File: src/hw/rtl/pcd_pkg.sv
// ----------------------------------------------------------------------------
// pcd_pkg: shared types and constants of the pcap capture deframer
// Phase and status codes, header layout, scaling constants and queue command.
// ----------------------------------------------------------------------------
package pcd_pkg;

  localparam logic [31:0] PcapMagic     = 32'hA1B2C3D4;
  localparam logic [31:0] ResetLinkType = 32'd1;
  localparam int          GlobalHdrLen  = 24;
  localparam int          RecordHdrLen  = 16;
  localparam int          MsScale       = 1000;

  localparam int IdxW = 5;
  localparam int TsW  = 42;

  // floor(x / 1000) for any 32-bit x: (x * UsecRecip) >> UsecShift
  localparam logic [28:0] UsecRecip = 29'h10624DD3;
  localparam int          UsecShift = 38;
  localparam int          UsecProdW = 61;
  localparam int          UsecMsW   = 23;

  localparam int QueueDepth = 4;
  localparam int QPtrW      = $clog2(QueueDepth);
  localparam int QCntW      = $clog2(QueueDepth + 1);

  typedef enum logic [1:0] {
    PH_GLOBAL,
    PH_RECHDR,
    PH_PAYLOAD,
    PH_DRAIN
  } pcd_phase_e;

  typedef enum logic [2:0] {
    ST_PAYLOAD = 3'd0,
    ST_EMPTY   = 3'd1,
    ST_DONE    = 3'd2,
    ST_SMALL   = 3'd3,
    ST_MAGIC   = 3'd4,
    ST_LINK    = 3'd5,
    ST_TRUNC   = 3'd6
  } pcd_status_e;

  // One queued command: a first result, optionally followed by done or truncated.
  typedef struct packed {
    pcd_status_e        status;
    logic [7:0]         payload_byte;
    logic               first_of_record;
    logic               last_of_record;
    logic [TsW-1:0]     timestamp_ms;
    logic [31:0]        record_length;
    logic [31:0]        byte_offset;
    logic               has_second;
    logic               second_trunc;
  } pcd_cmd_t;

endpackage

File: src/hw/rtl/pcd_byte_if.sv
// ----------------------------------------------------------------------------
// pcd_byte_if: capture byte channel
// One file byte per item, with an end-of-file flag.
// ----------------------------------------------------------------------------
interface pcd_byte_if;
  logic       valid;
  logic       ready;
  logic [7:0] data_byte;
  logic       end_of_file;

  modport source (output valid, output data_byte, output end_of_file, input ready);
  modport sink   (input valid, input data_byte, input end_of_file, output ready);
endinterface

File: src/hw/rtl/pcd_cfg_if.sv
// ----------------------------------------------------------------------------
// pcd_cfg_if: configuration write channel
// Carries the expected link type word.
// ----------------------------------------------------------------------------
interface pcd_cfg_if;
  logic        valid;
  logic        ready;
  logic [31:0] expected_link_type;

  modport source (output valid, output expected_link_type, input ready);
  modport sink   (input valid, input expected_link_type, output ready);
endinterface

File: src/hw/rtl/pcd_result_if.sv
// ----------------------------------------------------------------------------
// pcd_result_if: deframer result channel
// Payload bytes with record context, plus status items.
// ----------------------------------------------------------------------------
interface pcd_result_if import pcd_pkg::*; ();
  logic           valid;
  logic           ready;
  logic [2:0]     status;
  logic [7:0]     payload_byte;
  logic [TsW-1:0] timestamp_ms;
  logic           first_of_record;
  logic           last_of_record;
  logic [31:0]    record_length;
  logic [31:0]    byte_offset;
  logic           last_of_run;

  modport source (
    output valid, output status, output payload_byte, output timestamp_ms,
    output first_of_record, output last_of_record, output record_length,
    output byte_offset, output last_of_run, input ready
  );
  modport sink (
    input valid, input status, input payload_byte, input timestamp_ms,
    input first_of_record, input last_of_record, input record_length,
    input byte_offset, input last_of_run, output ready
  );
endinterface

File: src/hw/rtl/pcap_capture_deframer.sv
// ----------------------------------------------------------------------------
// pcap_capture_deframer: classic little-endian pcap stream parser
// Checks the global header, splits records and tags every payload byte.
// ----------------------------------------------------------------------------
// Takes one capture byte per clock cycle, flagged on the file's last byte.
// The 24-byte global header is checked for length, magic and the link type
// held in the configuration register (reset value 1, Ethernet). Each payload
// byte leaves with its record's millisecond timestamp, included length, file
// offset of the payload start and first/last marks; a zero-length record gives
// one empty-record item. End of file yields done, too small or truncated
// unless the header was rejected, and the next byte begins a new file. Most
// bytes yield no result or exactly one; a byte ending the file inside a
// payload or on the last header byte of a zero-length record yields two.
// Input is taken every cycle while the four-entry command queue has room,
// so the sustained rate is one byte per cycle as long as the sink takes one
// result per cycle. Results pass the command queue, then the output register.
module pcap_capture_deframer import pcd_pkg::*; (
  input  logic          clk_i,
  input  logic          rst_ni,
  pcd_cfg_if.sink       cfg_i,
  pcd_byte_if.sink      in_i,
  pcd_result_if.source  out_o
);

  // front -> queue
  logic     push;
  pcd_cmd_t push_cmd;
  logic     q_full;

  // queue -> back
  logic     head_valid;
  pcd_cmd_t head_cmd;
  logic     pop;

  // Front: header checks, record header capture, time scaling, classification.
  pcd_front u_front (
    .clk_i    (clk_i),
    .rst_ni   (rst_ni),
    .in_i     (in_i),
    .cfg_i    (cfg_i),
    .q_full_i (q_full),
    .push_o   (push),
    .cmd_o    (push_cmd)
  );

  // Decouples parsing from output backpressure.
  pcd_queue u_queue (
    .clk_i        (clk_i),
    .rst_ni       (rst_ni),
    .push_i       (push),
    .push_cmd_i   (push_cmd),
    .pop_i        (pop),
    .full_o       (q_full),
    .head_valid_o (head_valid),
    .head_o       (head_cmd)
  );

  // Back: expands a command into its result items, marks the run's last one.
  pcd_back u_back (
    .clk_i        (clk_i),
    .rst_ni       (rst_ni),
    .head_valid_i (head_valid),
    .head_i       (head_cmd),
    .pop_o        (pop),
    .out_o        (out_o)
  );

endmodule

File: src/hw/rtl/pcd_queue.sv
// ----------------------------------------------------------------------------
// pcd_queue: command queue between parser front and result back end
// Small register FIFO; full stalls the front.
// ----------------------------------------------------------------------------
module pcd_queue import pcd_pkg::*; (
  input  logic     clk_i,
  input  logic     rst_ni,
  input  logic     push_i,
  input  pcd_cmd_t push_cmd_i,
  input  logic     pop_i,
  output logic     full_o,
  output logic     head_valid_o,
  output pcd_cmd_t head_o
);

  pcd_cmd_t         entry_q [QueueDepth];
  logic [QPtrW-1:0] wr_ptr_q, wr_ptr_d;
  logic [QPtrW-1:0] rd_ptr_q, rd_ptr_d;
  logic [QCntW-1:0] count_q, count_d;
  logic             do_push, do_pop;

  assign full_o       = (count_q == QCntW'(QueueDepth));
  assign head_valid_o = (count_q != '0);
  assign head_o       = entry_q[rd_ptr_q];

  assign do_push = push_i && !full_o;
  assign do_pop  = pop_i && head_valid_o;

  always_comb begin
    wr_ptr_d = wr_ptr_q;
    rd_ptr_d = rd_ptr_q;
    count_d  = count_q;
    if (do_push) begin
      wr_ptr_d = (wr_ptr_q == QPtrW'(QueueDepth - 1)) ? '0 : wr_ptr_q + 1'b1;
    end
    if (do_pop) begin
      rd_ptr_d = (rd_ptr_q == QPtrW'(QueueDepth - 1)) ? '0 : rd_ptr_q + 1'b1;
    end
    if (do_push && !do_pop) begin
      count_d = count_q + 1'b1;
    end else if (do_pop && !do_push) begin
      count_d = count_q - 1'b1;
    end
  end

  always_ff @(posedge clk_i or negedge rst_ni) begin
    if (!rst_ni) begin
      wr_ptr_q <= '0;
      rd_ptr_q <= '0;
      count_q  <= '0;
    end else begin
      wr_ptr_q <= wr_ptr_d;
      rd_ptr_q <= rd_ptr_d;
      count_q  <= count_d;
    end
  end

  always_ff @(posedge clk_i) begin
    if (do_push) begin
      entry_q[wr_ptr_q] <= push_cmd_i;
    end
  end

endmodule

File: src/hw/rtl/pcd_front.sv
// ----------------------------------------------------------------------------
// pcd_front: byte parser and classifier
// Tracks headers and payloads, builds one queue command per result run.
// ----------------------------------------------------------------------------
module pcd_front import pcd_pkg::*; (
  input  logic     clk_i,
  input  logic     rst_ni,
  pcd_byte_if.sink in_i,
  pcd_cfg_if.sink  cfg_i,
  input  logic     q_full_i,
  output logic     push_o,
  output pcd_cmd_t cmd_o
);

  pcd_phase_e       phase_q, phase_d;
  logic [IdxW-1:0]  idx_q, idx_d;
  logic             magic_bad_q, magic_bad_d;
  logic             link_bad_q, link_bad_d;
  logic [31:0]      offset_q, offset_d;
  logic [31:0]      link_type_q;

  logic [31:0]      sec_q, sec_d;
  logic [31:0]      usec_q, usec_d;
  logic [31:0]      len_q, len_d;
  logic [TsW-1:0]   rec_time_q, rec_time_d;
  logic [31:0]      remain_q, remain_d;
  logic [31:0]      pstart_q, pstart_d;
  logic [TsW-1:0]   sec_ms_q;
  logic [UsecMsW-1:0] usec_ms_q;
  logic [UsecProdW-1:0] usec_prod;

  logic             acc, eof, push_c;
  logic [7:0]       b, magic_byte, link_byte;
  logic             magic_bad, link_bad, glob_end, rec_end;
  logic             pay_first, pay_last;
  logic [31:0]      off_inc;
  logic [TsW-1:0]   rec_time_now;

  assign in_i.ready  = !q_full_i;
  assign cfg_i.ready = 1'b1;

  assign acc = in_i.valid && in_i.ready;
  assign b   = in_i.data_byte;
  assign eof = in_i.end_of_file;

  assign magic_byte = 8'(PcapMagic >> {idx_q[1:0], 3'b000});
  assign link_byte  = 8'(link_type_q >> {idx_q[1:0], 3'b000});
  // magic is bytes 0..3, link type bytes 20..23
  assign magic_bad = magic_bad_q || ((idx_q[4:2] == 3'b000) && (b != magic_byte));
  assign link_bad  = link_bad_q  || ((idx_q[4:2] == 3'b101) && (b != link_byte));
  assign glob_end  = (idx_q == IdxW'(GlobalHdrLen - 1));
  assign rec_end   = (idx_q == IdxW'(RecordHdrLen - 1));

  assign off_inc   = (offset_q == '1) ? offset_q : offset_q + 32'd1;
  assign pay_first = (remain_q == len_q);
  assign pay_last  = (remain_q <= 32'd1);

  // Time words settle by header byte 7; both products are ready long before byte 15.
  assign usec_prod    = UsecProdW'(usec_q) * UsecProdW'(UsecRecip);
  assign rec_time_now = sec_ms_q + TsW'(usec_ms_q);

  // next state
  always_comb begin
    phase_d     = phase_q;
    idx_d       = idx_q;
    magic_bad_d = magic_bad_q;
    link_bad_d  = link_bad_q;
    offset_d    = offset_q;
    sec_d       = sec_q;
    usec_d      = usec_q;
    len_d       = len_q;
    rec_time_d  = rec_time_q;
    remain_d    = remain_q;
    pstart_d    = pstart_q;
    if (acc) begin
      offset_d = off_inc;
      case (phase_q)
        PH_GLOBAL: begin
          magic_bad_d = magic_bad;
          link_bad_d  = link_bad;
          if (glob_end) begin
            if (magic_bad || link_bad) begin
              phase_d = PH_DRAIN;
            end else begin
              phase_d = PH_RECHDR;
              idx_d   = '0;
            end
          end else begin
            idx_d = idx_q + 1'b1;
          end
        end
        PH_RECHDR: begin
          case (idx_q[3:2])
            2'd0:    sec_d  = {b, sec_q[31:8]};
            2'd1:    usec_d = {b, usec_q[31:8]};
            2'd2:    len_d  = {b, len_q[31:8]};
            default: ;
          endcase
          if (rec_end) begin
            rec_time_d = rec_time_now;
            remain_d   = len_q;
            pstart_d   = off_inc;
            idx_d      = '0;
            if (len_q != '0) begin
              phase_d = PH_PAYLOAD;
            end
          end else begin
            idx_d = idx_q + 1'b1;
          end
        end
        PH_PAYLOAD: begin
          if (remain_q != '0) begin
            remain_d = remain_q - 32'd1;
          end
          if (pay_last) begin
            phase_d = PH_RECHDR;
            idx_d   = '0;
          end
        end
        default: ;
      endcase
      // every end of file starts over with a new capture
      if (eof) begin
        phase_d     = PH_GLOBAL;
        idx_d       = '0;
        magic_bad_d = 1'b0;
        link_bad_d  = 1'b0;
        offset_d    = '0;
      end
    end
  end

  // outputs
  always_comb begin
    push_c                = 1'b0;
    cmd_o.status          = ST_DONE;
    cmd_o.payload_byte    = '0;
    cmd_o.first_of_record = 1'b0;
    cmd_o.last_of_record  = 1'b0;
    cmd_o.timestamp_ms    = rec_time_q;
    cmd_o.record_length   = len_q;
    cmd_o.byte_offset     = pstart_q;
    cmd_o.has_second      = 1'b0;
    cmd_o.second_trunc    = 1'b0;
    case (phase_q)
      PH_GLOBAL: begin
        if (glob_end) begin
          if (magic_bad || link_bad) begin
            push_c       = 1'b1;
            cmd_o.status = magic_bad ? ST_MAGIC : ST_LINK;
          end else if (eof) begin
            push_c       = 1'b1;
            cmd_o.status = ST_DONE;
          end
        end else if (eof) begin
          push_c       = 1'b1;
          cmd_o.status = ST_SMALL;
        end
      end
      PH_RECHDR: begin
        if (rec_end) begin
          cmd_o.timestamp_ms  = rec_time_now;
          cmd_o.record_length = len_q;
          cmd_o.byte_offset   = off_inc;
          if (len_q == '0) begin
            push_c           = 1'b1;
            cmd_o.status     = ST_EMPTY;
            cmd_o.has_second = eof;
          end else if (eof) begin
            push_c       = 1'b1;
            cmd_o.status = ST_TRUNC;
          end
        end else if (eof) begin
          push_c       = 1'b1;
          cmd_o.status = ST_DONE;
        end
      end
      PH_PAYLOAD: begin
        push_c                = 1'b1;
        cmd_o.status          = ST_PAYLOAD;
        cmd_o.payload_byte    = b;
        cmd_o.first_of_record = pay_first;
        cmd_o.last_of_record  = pay_last;
        cmd_o.has_second      = eof;
        cmd_o.second_trunc    = !pay_last;
      end
      default: ;
    endcase
  end

  assign push_o = acc && push_c;

  always_ff @(posedge clk_i or negedge rst_ni) begin
    if (!rst_ni) begin
      phase_q     <= PH_GLOBAL;
      idx_q       <= '0;
      magic_bad_q <= 1'b0;
      link_bad_q  <= 1'b0;
      offset_q    <= '0;
      link_type_q <= ResetLinkType;
    end else begin
      phase_q     <= phase_d;
      idx_q       <= idx_d;
      magic_bad_q <= magic_bad_d;
      link_bad_q  <= link_bad_d;
      offset_q    <= offset_d;
      if (cfg_i.valid) begin
        link_type_q <= cfg_i.expected_link_type;
      end
    end
  end

  always_ff @(posedge clk_i) begin
    sec_q      <= sec_d;
    usec_q     <= usec_d;
    len_q      <= len_d;
    rec_time_q <= rec_time_d;
    remain_q   <= remain_d;
    pstart_q   <= pstart_d;
    sec_ms_q   <= TsW'(sec_q) * TsW'(MsScale);
    usec_ms_q  <= usec_prod[UsecShift +: UsecMsW];
  end

endmodule

File: src/hw/rtl/pcd_back.sv
// ----------------------------------------------------------------------------
// pcd_back: result expander and output register
// Turns each queued command into one or two result items.
// ----------------------------------------------------------------------------
module pcd_back import pcd_pkg::*; (
  input  logic           clk_i,
  input  logic           rst_ni,
  input  logic           head_valid_i,
  input  pcd_cmd_t       head_i,
  output logic           pop_o,
  pcd_result_if.source   out_o
);

  logic           out_valid_q, out_valid_d;
  logic           second_q, second_d;
  pcd_status_e    status_q;
  logic [7:0]     byte_q;
  logic [TsW-1:0] ts_q;
  logic           first_q, last_q, run_last_q;
  logic [31:0]    len_q, off_q;

  logic           load, run_last, is_rec;
  pcd_status_e    sel_status;

  assign load       = head_valid_i && (!out_valid_q || out_o.ready);
  assign sel_status = !second_q ? head_i.status :
                      (head_i.second_trunc ? ST_TRUNC : ST_DONE);
  assign is_rec     = sel_status inside {ST_PAYLOAD, ST_EMPTY, ST_TRUNC};
  assign run_last   = second_q || !head_i.has_second;
  assign pop_o      = load && run_last;

  always_comb begin
    second_d    = second_q;
    out_valid_d = out_valid_q;
    if (load) begin
      second_d    = !second_q && head_i.has_second;
      out_valid_d = 1'b1;
    end else if (out_o.ready) begin
      out_valid_d = 1'b0;
    end
  end

  always_ff @(posedge clk_i or negedge rst_ni) begin
    if (!rst_ni) begin
      out_valid_q <= 1'b0;
      second_q    <= 1'b0;
    end else begin
      out_valid_q <= out_valid_d;
      second_q    <= second_d;
    end
  end

  always_ff @(posedge clk_i) begin
    if (load) begin
      status_q   <= sel_status;
      byte_q     <= second_q ? 8'd0 : head_i.payload_byte;
      first_q    <= !second_q && head_i.first_of_record;
      last_q     <= !second_q && head_i.last_of_record;
      ts_q       <= is_rec ? head_i.timestamp_ms : '0;
      len_q      <= is_rec ? head_i.record_length : '0;
      off_q      <= is_rec ? head_i.byte_offset : '0;
      run_last_q <= run_last;
    end
  end

  assign out_o.valid           = out_valid_q;
  assign out_o.status          = status_q;
  assign out_o.payload_byte    = byte_q;
  assign out_o.timestamp_ms    = ts_q;
  assign out_o.first_of_record = first_q;
  assign out_o.last_of_record  = last_q;
  assign out_o.record_length   = len_q;
  assign out_o.byte_offset     = off_q;
  assign out_o.last_of_run     = run_last_q;

endmodule
File: src/flat_wrapper.sv
// flat-port wrapper written by rule: the top's interface ports become plain ports
module pcap_capture_deframer_flat import pcd_pkg::*;
  (clk_i, rst_ni, cfg_i_valid, cfg_i_expected_link_type, cfg_i_ready, in_i_valid, in_i_data_byte, in_i_end_of_file, in_i_ready, out_o_valid, out_o_status, out_o_payload_byte, out_o_timestamp_ms, out_o_first_of_record, out_o_last_of_record, out_o_record_length, out_o_byte_offset, out_o_last_of_run, out_o_ready);
  pcd_cfg_if cfg_i_i ();
  pcd_byte_if in_i_i ();
  pcd_result_if out_o_i ();
  input  logic clk_i;
  input  logic rst_ni;
  input wire logic [$bits(cfg_i_i.valid)-1:0] cfg_i_valid;
  input wire logic [$bits(cfg_i_i.expected_link_type)-1:0] cfg_i_expected_link_type;
  output wire logic [$bits(cfg_i_i.ready)-1:0] cfg_i_ready;
  input wire logic [$bits(in_i_i.valid)-1:0] in_i_valid;
  input wire logic [$bits(in_i_i.data_byte)-1:0] in_i_data_byte;
  input wire logic [$bits(in_i_i.end_of_file)-1:0] in_i_end_of_file;
  output wire logic [$bits(in_i_i.ready)-1:0] in_i_ready;
  output wire logic [$bits(out_o_i.valid)-1:0] out_o_valid;
  output wire logic [$bits(out_o_i.status)-1:0] out_o_status;
  output wire logic [$bits(out_o_i.payload_byte)-1:0] out_o_payload_byte;
  output wire logic [$bits(out_o_i.timestamp_ms)-1:0] out_o_timestamp_ms;
  output wire logic [$bits(out_o_i.first_of_record)-1:0] out_o_first_of_record;
  output wire logic [$bits(out_o_i.last_of_record)-1:0] out_o_last_of_record;
  output wire logic [$bits(out_o_i.record_length)-1:0] out_o_record_length;
  output wire logic [$bits(out_o_i.byte_offset)-1:0] out_o_byte_offset;
  output wire logic [$bits(out_o_i.last_of_run)-1:0] out_o_last_of_run;
  input wire logic [$bits(out_o_i.ready)-1:0] out_o_ready;
  assign cfg_i_i.valid = cfg_i_valid;
  assign cfg_i_i.expected_link_type = cfg_i_expected_link_type;
  assign cfg_i_ready = cfg_i_i.ready;
  assign in_i_i.valid = in_i_valid;
  assign in_i_i.data_byte = in_i_data_byte;
  assign in_i_i.end_of_file = in_i_end_of_file;
  assign in_i_ready = in_i_i.ready;
  assign out_o_valid = out_o_i.valid;
  assign out_o_status = out_o_i.status;
  assign out_o_payload_byte = out_o_i.payload_byte;
  assign out_o_timestamp_ms = out_o_i.timestamp_ms;
  assign out_o_first_of_record = out_o_i.first_of_record;
  assign out_o_last_of_record = out_o_i.last_of_record;
  assign out_o_record_length = out_o_i.record_length;
  assign out_o_byte_offset = out_o_i.byte_offset;
  assign out_o_last_of_run = out_o_i.last_of_run;
  assign out_o_i.ready = out_o_ready;
  pcap_capture_deframer u_core (.clk_i(clk_i), .rst_ni(rst_ni), .cfg_i(cfg_i_i), .in_i(in_i_i), .out_o(out_o_i));
endmodule
File: config.mk
export PLATFORM = sky130hd
export DESIGN_NAME = pcap_capture_deframer_flat
export DESIGN_NICKNAME = d
export VERILOG_FILES = /design/src/hw/rtl/pcd_pkg.sv /design/src/hw/rtl/pcd_byte_if.sv /design/src/hw/rtl/pcd_cfg_if.sv /design/src/hw/rtl/pcd_result_if.sv /design/src/hw/rtl/pcap_capture_deframer.sv /design/src/hw/rtl/pcd_queue.sv /design/src/hw/rtl/pcd_front.sv /design/src/hw/rtl/pcd_back.sv /design/src/flat_wrapper.sv
export SDC_FILE = /design/constraint.sdc
export NUM_CORES = 2
export LEC_CHECK = 0
export BUFFER_PORTS_ARGS = -buffer_cell sky130_fd_sc_hd__buf_2
export CAP_MARGIN = 20
export CORE_ASPECT_RATIO = 1.75
export CORE_MARGIN = 2
export CORE_UTILIZATION = 46
export CTS_CLUSTER_SIZE = 10
export DETAILED_ROUTE_END_ITERATION = 12
export PLACE_DENSITY = 0.63
export SLEW_MARGIN = 20
export SYNTH_ARGS = -nofsm -noshare
export SYNTH_HDL_FRONTEND = slang
export SYNTH_HIERARCHICAL = 1
export SYNTH_SLANG_ARGS = --single-unit
File: constraint.sdc
create_clock -name clk_i -period 10.4 [get_ports clk_i]
set_input_delay 1.56 -clock clk_i [delete_from_list [all_inputs] [get_ports clk_i]]
set_output_delay 1.56 -clock clk_i [all_outputs]
set_load 0.1 [all_outputs]
### Word-level counts from Yosys, hierarchy flattened

Memory sizes are Yosys's and may differ from the RTL's.
Cells that the tools add are included.

* add/subtract/negate cells: 8
* multipliers: 2
* div/mod/pow operators: 0
* magnitude comparators: 1
* eq/ne operators: 23
* shift operators: 2
* muxes and demuxes: 52
* bitwise logic cells: 0
* reductions and logical operators: 47

Operator list (number)
* two-way mux 32 bit: 4
* two-way mux 107 bit: 1
* two-way mux 106 bit: 1
* one-hot mux 32 bit (2 select lines): 1
* nonzero test 32 bit: 2
* multiplier 32 x 29 -> 61 bit (second input constant): 1
* adder 42 x 23 -> 42 bit: 1
* multiplier 32 x 7 -> 39 bit (second input constant): 1
* adder 32 x 1 -> 32 bit (second input constant): 1
* == test 32 bit: 1
* == test 32 bit (second input constant): 1
* less-or-equal comparator 32 x 1 -> 1 bit (second input constant): 1
* logical NOT 32 bit: 1
* >> shifter 32 x 5 -> 8 bit: 1
* >> shifter 32 x 5 -> 8 bit (first input constant): 1
* subtractor 32 x 1 -> 32 bit (second input constant): 1
* two-way mux 3 bit: 9
* two-way mux 5 bit: 5
* two-way mux 1 bit: 17
* two-way mux 2 bit: 8
* != test 8 bit: 2
* one-hot mux 5 bit (3 select lines): 1
* logical AND 1 bit: 13
* != test 3 bit (second input constant): 4
* 28 further kinds: 56

* bits in registers: 466
* latch bits: 0
* RAM bits: 484
* bits in read-only memories: 0
* bits of input ports: 46
* output and inout port bits: 123
* word-level logic and storage cells: 163
* memories: 1

Memory list
* u_core.u_queue.entry_q: depth 4, bits a word 121, rd ports 1, clocked after Yosys merged registers in 0, wr ports 1, RTL line pcd_queue.sv:16 `pcd_cmd_t entry_q [QueueDepth];`

### Logic depth before layout (Yosys ltp)

* word-level depth: 14
* depth in mapped cells: 24
* depth with buffers taken out: 24

### Cells and area by module

The synthesis kept the hierarchy.

Modules (own cells, without submodules)
* pcd_front: instances 1, cells an instance 3348, area an instance 34962.3 µm², seq. area each 9135.0 µm²
* pcd_queue: instances 1, cells an instance 670, area an instance 17883.4 µm², seq. area each 14709.1 µm²
* pcd_back: instances 1, cells an instance 265, area an instance 4558.1 µm², seq. area each 3653.5 µm²

### Least setup slack after synthesis

Ideal clock, no wire load.

* path type: input port to flip-flop
* start: input in_i_data_byte[2]
* end: memory u_core/u_queue/entry_q[3][0] (netlist bit), enable pin
* library setup time: 0.603 ns
* arrival time: 7.694 ns
* data required time: 9.797 ns
* setup slack: 2.102 ns
* stages on the path: 10
* path buffers: 0
* path through: xor2_1 nor4_1 nand3_1 a21oi_1 or3b_4 and3_4 nor3_1 nor3_1 nand2_1 nor2_1

* longest elaborated chain between the ends: 11
* elaborated cells on any way between the ends: 14
* those cells by class: eq/ne: 2; mux: 5; reduce/logical: 7

Ends and longest elaborated chain
* from (decl): RTL line flat_wrapper.sv:13 `input wire logic [$bits(in_i_i.data_byte)-1:0] in_i_data_byte;`
* != test 8 bit, on equally long branches: RTL line pcd_front.sv:49, pcd_front.sv:50
* logical AND 1 bit, on equally long branches: RTL line pcd_front.sv:49, pcd_front.sv:50
* logical OR 1 bit, on equally long branches: RTL line pcd_front.sv:49, pcd_front.sv:50
* logical OR 1 bit (*): RTL line pcd_front.sv:148 `if (magic_bad || link_bad) begin`
* two-way mux 1 bit (*): RTL line pcd_front.sv:148
* two-way mux 1 bit (*): RTL line pcd_front.sv:147 `if (glob_end) begin`
* one-hot mux 1 bit (3 select lines) (*): RTL line pcd_front.sv:145 `case (phase_q)`
* logical AND 1 bit (*): RTL line pcd_front.sv:191 `assign push_o = acc && push_c;`
* named net u_core.push: RTL line pcap_capture_deframer.sv:26 `logic push;`
* logical AND 1 bit (*): RTL line pcd_queue.sv:26 `assign do_push = push_i && !full_o;`
* two-way mux 1 bit (*): RTL line pcd_queue.sv:59 `if (do_push) begin`
* two-way mux 1 bit (not written as such) (*): RTL line pcd_queue.sv:60 `entry_q[wr_ptr_q] <= push_cmd_i;`
* to (decl): RTL line pcd_queue.sv:16

The timed path passes the listed nets; every way through them passes the cells marked *.

### Worst setup path in the final report

* start: register u_core.u_front.usec_q[10]
* end: register u_core.u_front.usec_ms_q[22]

* longest elaborated chain between the ends: 1

Ends and longest elaborated chain
* from (decl): RTL line pcd_front.sv:23 `logic [31:0] usec_q, usec_d;`
* from (signal assigned): RTL line pcd_front.sv:215 `usec_q <= usec_d;`
* multiplier 32 x 29 -> 61 bit: RTL line pcd_front.sv:59 `assign usec_prod = UsecProdW'(usec_q) * UsecProdW'(UsecRecip);`
* named net u_core.u_front.usec_prod[60]: RTL line pcd_front.sv:30 `logic [UsecProdW-1:0] usec_prod;`
* to (signal assigned): RTL line pcd_front.sv:221 `usec_ms_q <= usec_prod[UsecShift +: UsecMsW];`
* to (decl): RTL line pcd_front.sv:29 `logic [UsecMsW-1:0] usec_ms_q;`

The timed path passes the listed nets, and every way through them passes these cells.
A chain may end at the register's enable or synchronous reset.

==> results.sh <==
export IMPL_async_flop_share_pct=8.63
export IMPL_most_common_layout_cells="edfxtp_1 (806), inv_1 (696), ha_1 (510), fa_1 (418), nand2_1 (222)"
export IMPL_place_hpwl_um=100000
export IMPL_final_area_um2=63100
export IMPL_crit_buf_inv=4
export IMPL_antenna_left=0
export IMPL_die_height_um=471
export IMPL_hold_viol_final=0
export IMPL_crit_path_start_kind="flip-flop"
export IMPL_drive_gt1_share_pct=11.9
export IMPL_cts_tree="built"
export IMPL_vias=32820
export IMPL_grt_use_total_pct=21.1
export IMPL_grt_max_degree=73
export IMPL_area_growth_pct=9.97
export IMPL_fmax_ghz=0.119
export IMPL_wl_per_cell_um=21.5
export IMPL_ys_seq_area_share_pct=47.9
export IMPL_nNetsFinal=5456
export IMPL_finalSetupTns_ns=0
export IMPL_drt_iter0_markers=1615
export IMPL_gp_routability_congestion=0.976
export IMPL_chipWidth_um=271
export IMPL_vias_per_cell=5.29
export IMPL_synth_main_ff_cell="edfxtp_1"
export IMPL_root_buffer="clkbuf_16"
export IMPL_row_count=171
export IMPL_crit_path_end_kind="flip-flop"
export IMPL_period_needed_ns=8.40
export IMPL_drv_slew=0
export IMPL_start_util_pct=46.3
export IMPL_dp_worst_setup_slack_ns=2.01
export IMPL_io_buffers=167
export IMPL_antenna_found_initial=4
export IMPL_syn_avg_cell_area_um2=13.4
export IMPL_cts_max_level=3
export IMPL_relSlewSlack_pct=25.3
export IMPL_path_common_cell="fa_1"
export IMPL_worstPathArrival_ns=8.99
export IMPL_critPathSlowestCell="a311oi_1"
export IMPL_synth_area_um2=57400
export IMPL_fin_ws_ns=2.00
export IMPL_max_slew_worst_pin_slew_ns=1.11
export IMPL_ys_ff_latch=950
export IMPL_final_common_cell="edfxtp_1"
export IMPL_drc=0
export IMPL_path_clk_slew_ns=0.07
export IMPL_crit_path_max_fanout=12
export IMPL_synth_edff_count=806
export IMPL_cts_sinks=950
export IMPL_synth_nets=5258
export IMPL_critPathTopFamily="adder cells"
export IMPL_cts_inserted_buffers=105
export IMPL_crit_type="reg2reg"
export IMPL_insertion_delay_ns=0.73
export IMPL_ctsResizeCount=0
export IMPL_placed_area_um2=60000
export IMPL_crit_path_max_incr_delay_ns=0.87
export IMPL_cts_setup_buffers=0
export IMPL_fp_dieArea_um2=128000
export IMPL_grt_pass1_wl_um=204000
export IMPL_ios=169
export IMPL_synth_cells=4283
export IMPL_clockBufferDepth=3
export IMPL_grt_pass1_vias=35071
export IMPL_hold_class="reg2reg"
export IMPL_drt_pass1_iter_count=5
export IMPL_outcome="completed"
export IMPL_critical_path_required_ns=10.98
export IMPL_cts_hold_buffers=0
export IMPL_setup_viol=0
export IMPL_synth_distinct_cells=84
export IMPL_rsz0062_at_grt="false"
export IMPL_path_cells="ha_1, fa_1, fa_1, inv_1, fa_1, inv_1, fa_1, fa_1, fa_1, inv_1, fa_1, inv_1, ha_1, a21oi_1, o21ai_0, a311oi_1, o21bai_1, o2111ai_1, a31oi_1, a311oi_1, o21ai_0, a21o_1"
export IMPL_grt_remaining_overflow=0
export IMPL_core_area_um2=124000
export IMPL_period_share_pct=80.8
export IMPL_routed_wl_um=133000
export IMPL_fin_skew_ns=0.0377
export IMPL_cap_viol_max_count=0
export IMPL_yosysWarnings=6
==> cell type report <==
class	instances	area, um^2
fillers	10518	60800
flip-flops and latches	950	27500
multi-input cells	2530	26800
clock buffers	179	2960
inverters	697	2620
well taps	1643	2060
repair buffers	197	1060
clock inverters	6	120
diodes	1	2.50
==> cell usage after synthesis, drive strengths merged, types with 18 or more instances <==
master,count,area [um^2]
edfxtp,806,24200
inv,697,2620
ha,511,6390
fa,418,8370
nand2,224,841
nor2,171,642
a21oi,138,691
mux4,129,2920
and2,125,785
xnor2,109,955
o21ai,107,536
dfrtp,81,2030
xor2,78,683
mux2,72,811
clkbuf,67,251
dfxtp,62,1240
nand3,52,260
a21o,48,360
buf,39,285
nor3,36,185
nand4,29,181
nor2b,28,175
and3,24,155
nor4,21,138
o21bai,18,135
==> cell families after synthesis <==
group / count (synthesis) / synth area share [%]
xor+xnor: 187 / 2.85
flops: 950 / 47.9
simple gates: 770 / 6.65
other cells: 1 / 0.00653
mux: 215 / 6.74
compound gates: 428 / 4.64
fa+ha+maj: 929 / 25.7
buf+inv: 803 / 5.49
==> flip-flops by register name, summed over array words and instances, names as in the netlist, 3 cells and up <==
| signal | flops |
|---|---|
| u_core/u_front/link_type_q | 32 |
| u_core/u_front/pstart_q | 32 |
| u_core/u_back/out_o.timestamp_ms | 42 |
| u_core/u_front/len_q | 32 |
| u_core/u_front/offset_q | 32 |
| u_core/u_front/idx_q | 5 |
| u_core/u_queue/count_q | 3 |
| u_core/u_front/usec_q | 32 |
| u_core/u_queue/entry_q | 484 |
| u_core/u_back/out_o.record_length | 32 |
| u_core/u_front/sec_q | 32 |
| u_core/u_front/rec_time_q | 42 |
| u_core/u_back/out_o.byte_offset | 32 |
| u_core/u_front/usec_ms_q | 23 |
| u_core/u_back/out_o.status | 3 |
| u_core/u_front/sec_ms_q | 39 |
| u_core/u_back/out_o.payload_byte | 8 |
| u_core/u_front/remain_q | 32 |
==> per-stage QoR <==
stage / util (%) / instances / hold slack, ns
2_1_floorplan: - / 4283 / 0.408
3_3_place_gp: 48.5 / 6016 / 0.428
3_5_place_dp: 48.5 / 6017 / 0.424
4_1_cts: 51.0 / 6202 / 0.438
5_1_grt: 51.0 / 6203 / 0.449
6_report: 51.0 / 6203 / 0.436
==> worst reg2reg max path: cells and delay by family (launching register included) <==
family	cells	cell delay [ns]
flops	1	0.80
buf+inv	4	0.19
fa+ha+maj	9	4.04
compound gates	9	3.24
==> path summary, 6_finish.rpt <==
kind	start	to	slack, ns	cells past startpoint
min reg2reg	u_core/u_front/usec_ms_q[1]	u_core/u_front/rec_time_q[1]	0.44	0
max reg2reg	u_core/u_front/usec_q[10]	u_core/u_front/usec_ms_q[22]	2.00	22
max in group asynchronous	rst_ni	u_core/u_queue/rd_ptr_q[0]	8.37	2
min in group asynchronous	rst_ni	u_core/u_front/offset_q[15]	0.82	1
max	u_core/u_front/usec_q[10]	u_core/u_front/usec_ms_q[22]	2.00	22
min	u_core/u_front/usec_ms_q[1]	u_core/u_front/rec_time_q[1]	0.44	0
==> routing by layer <==
layer | wire [um] | track usage [%] | up-vias
li1 | - | - | 15211
met1 | 49100 | 23.1 | 16679
met2 | 72700 | 40.0 | 686
met3 | 4690 | 2.79 | 244
met4 | 6660 | 10.1 | 0
met5 | 0 | 0 | -
Power is not shown: default switching activity piles up to over one toggle a cycle in this logic, so the estimate is an artifact.
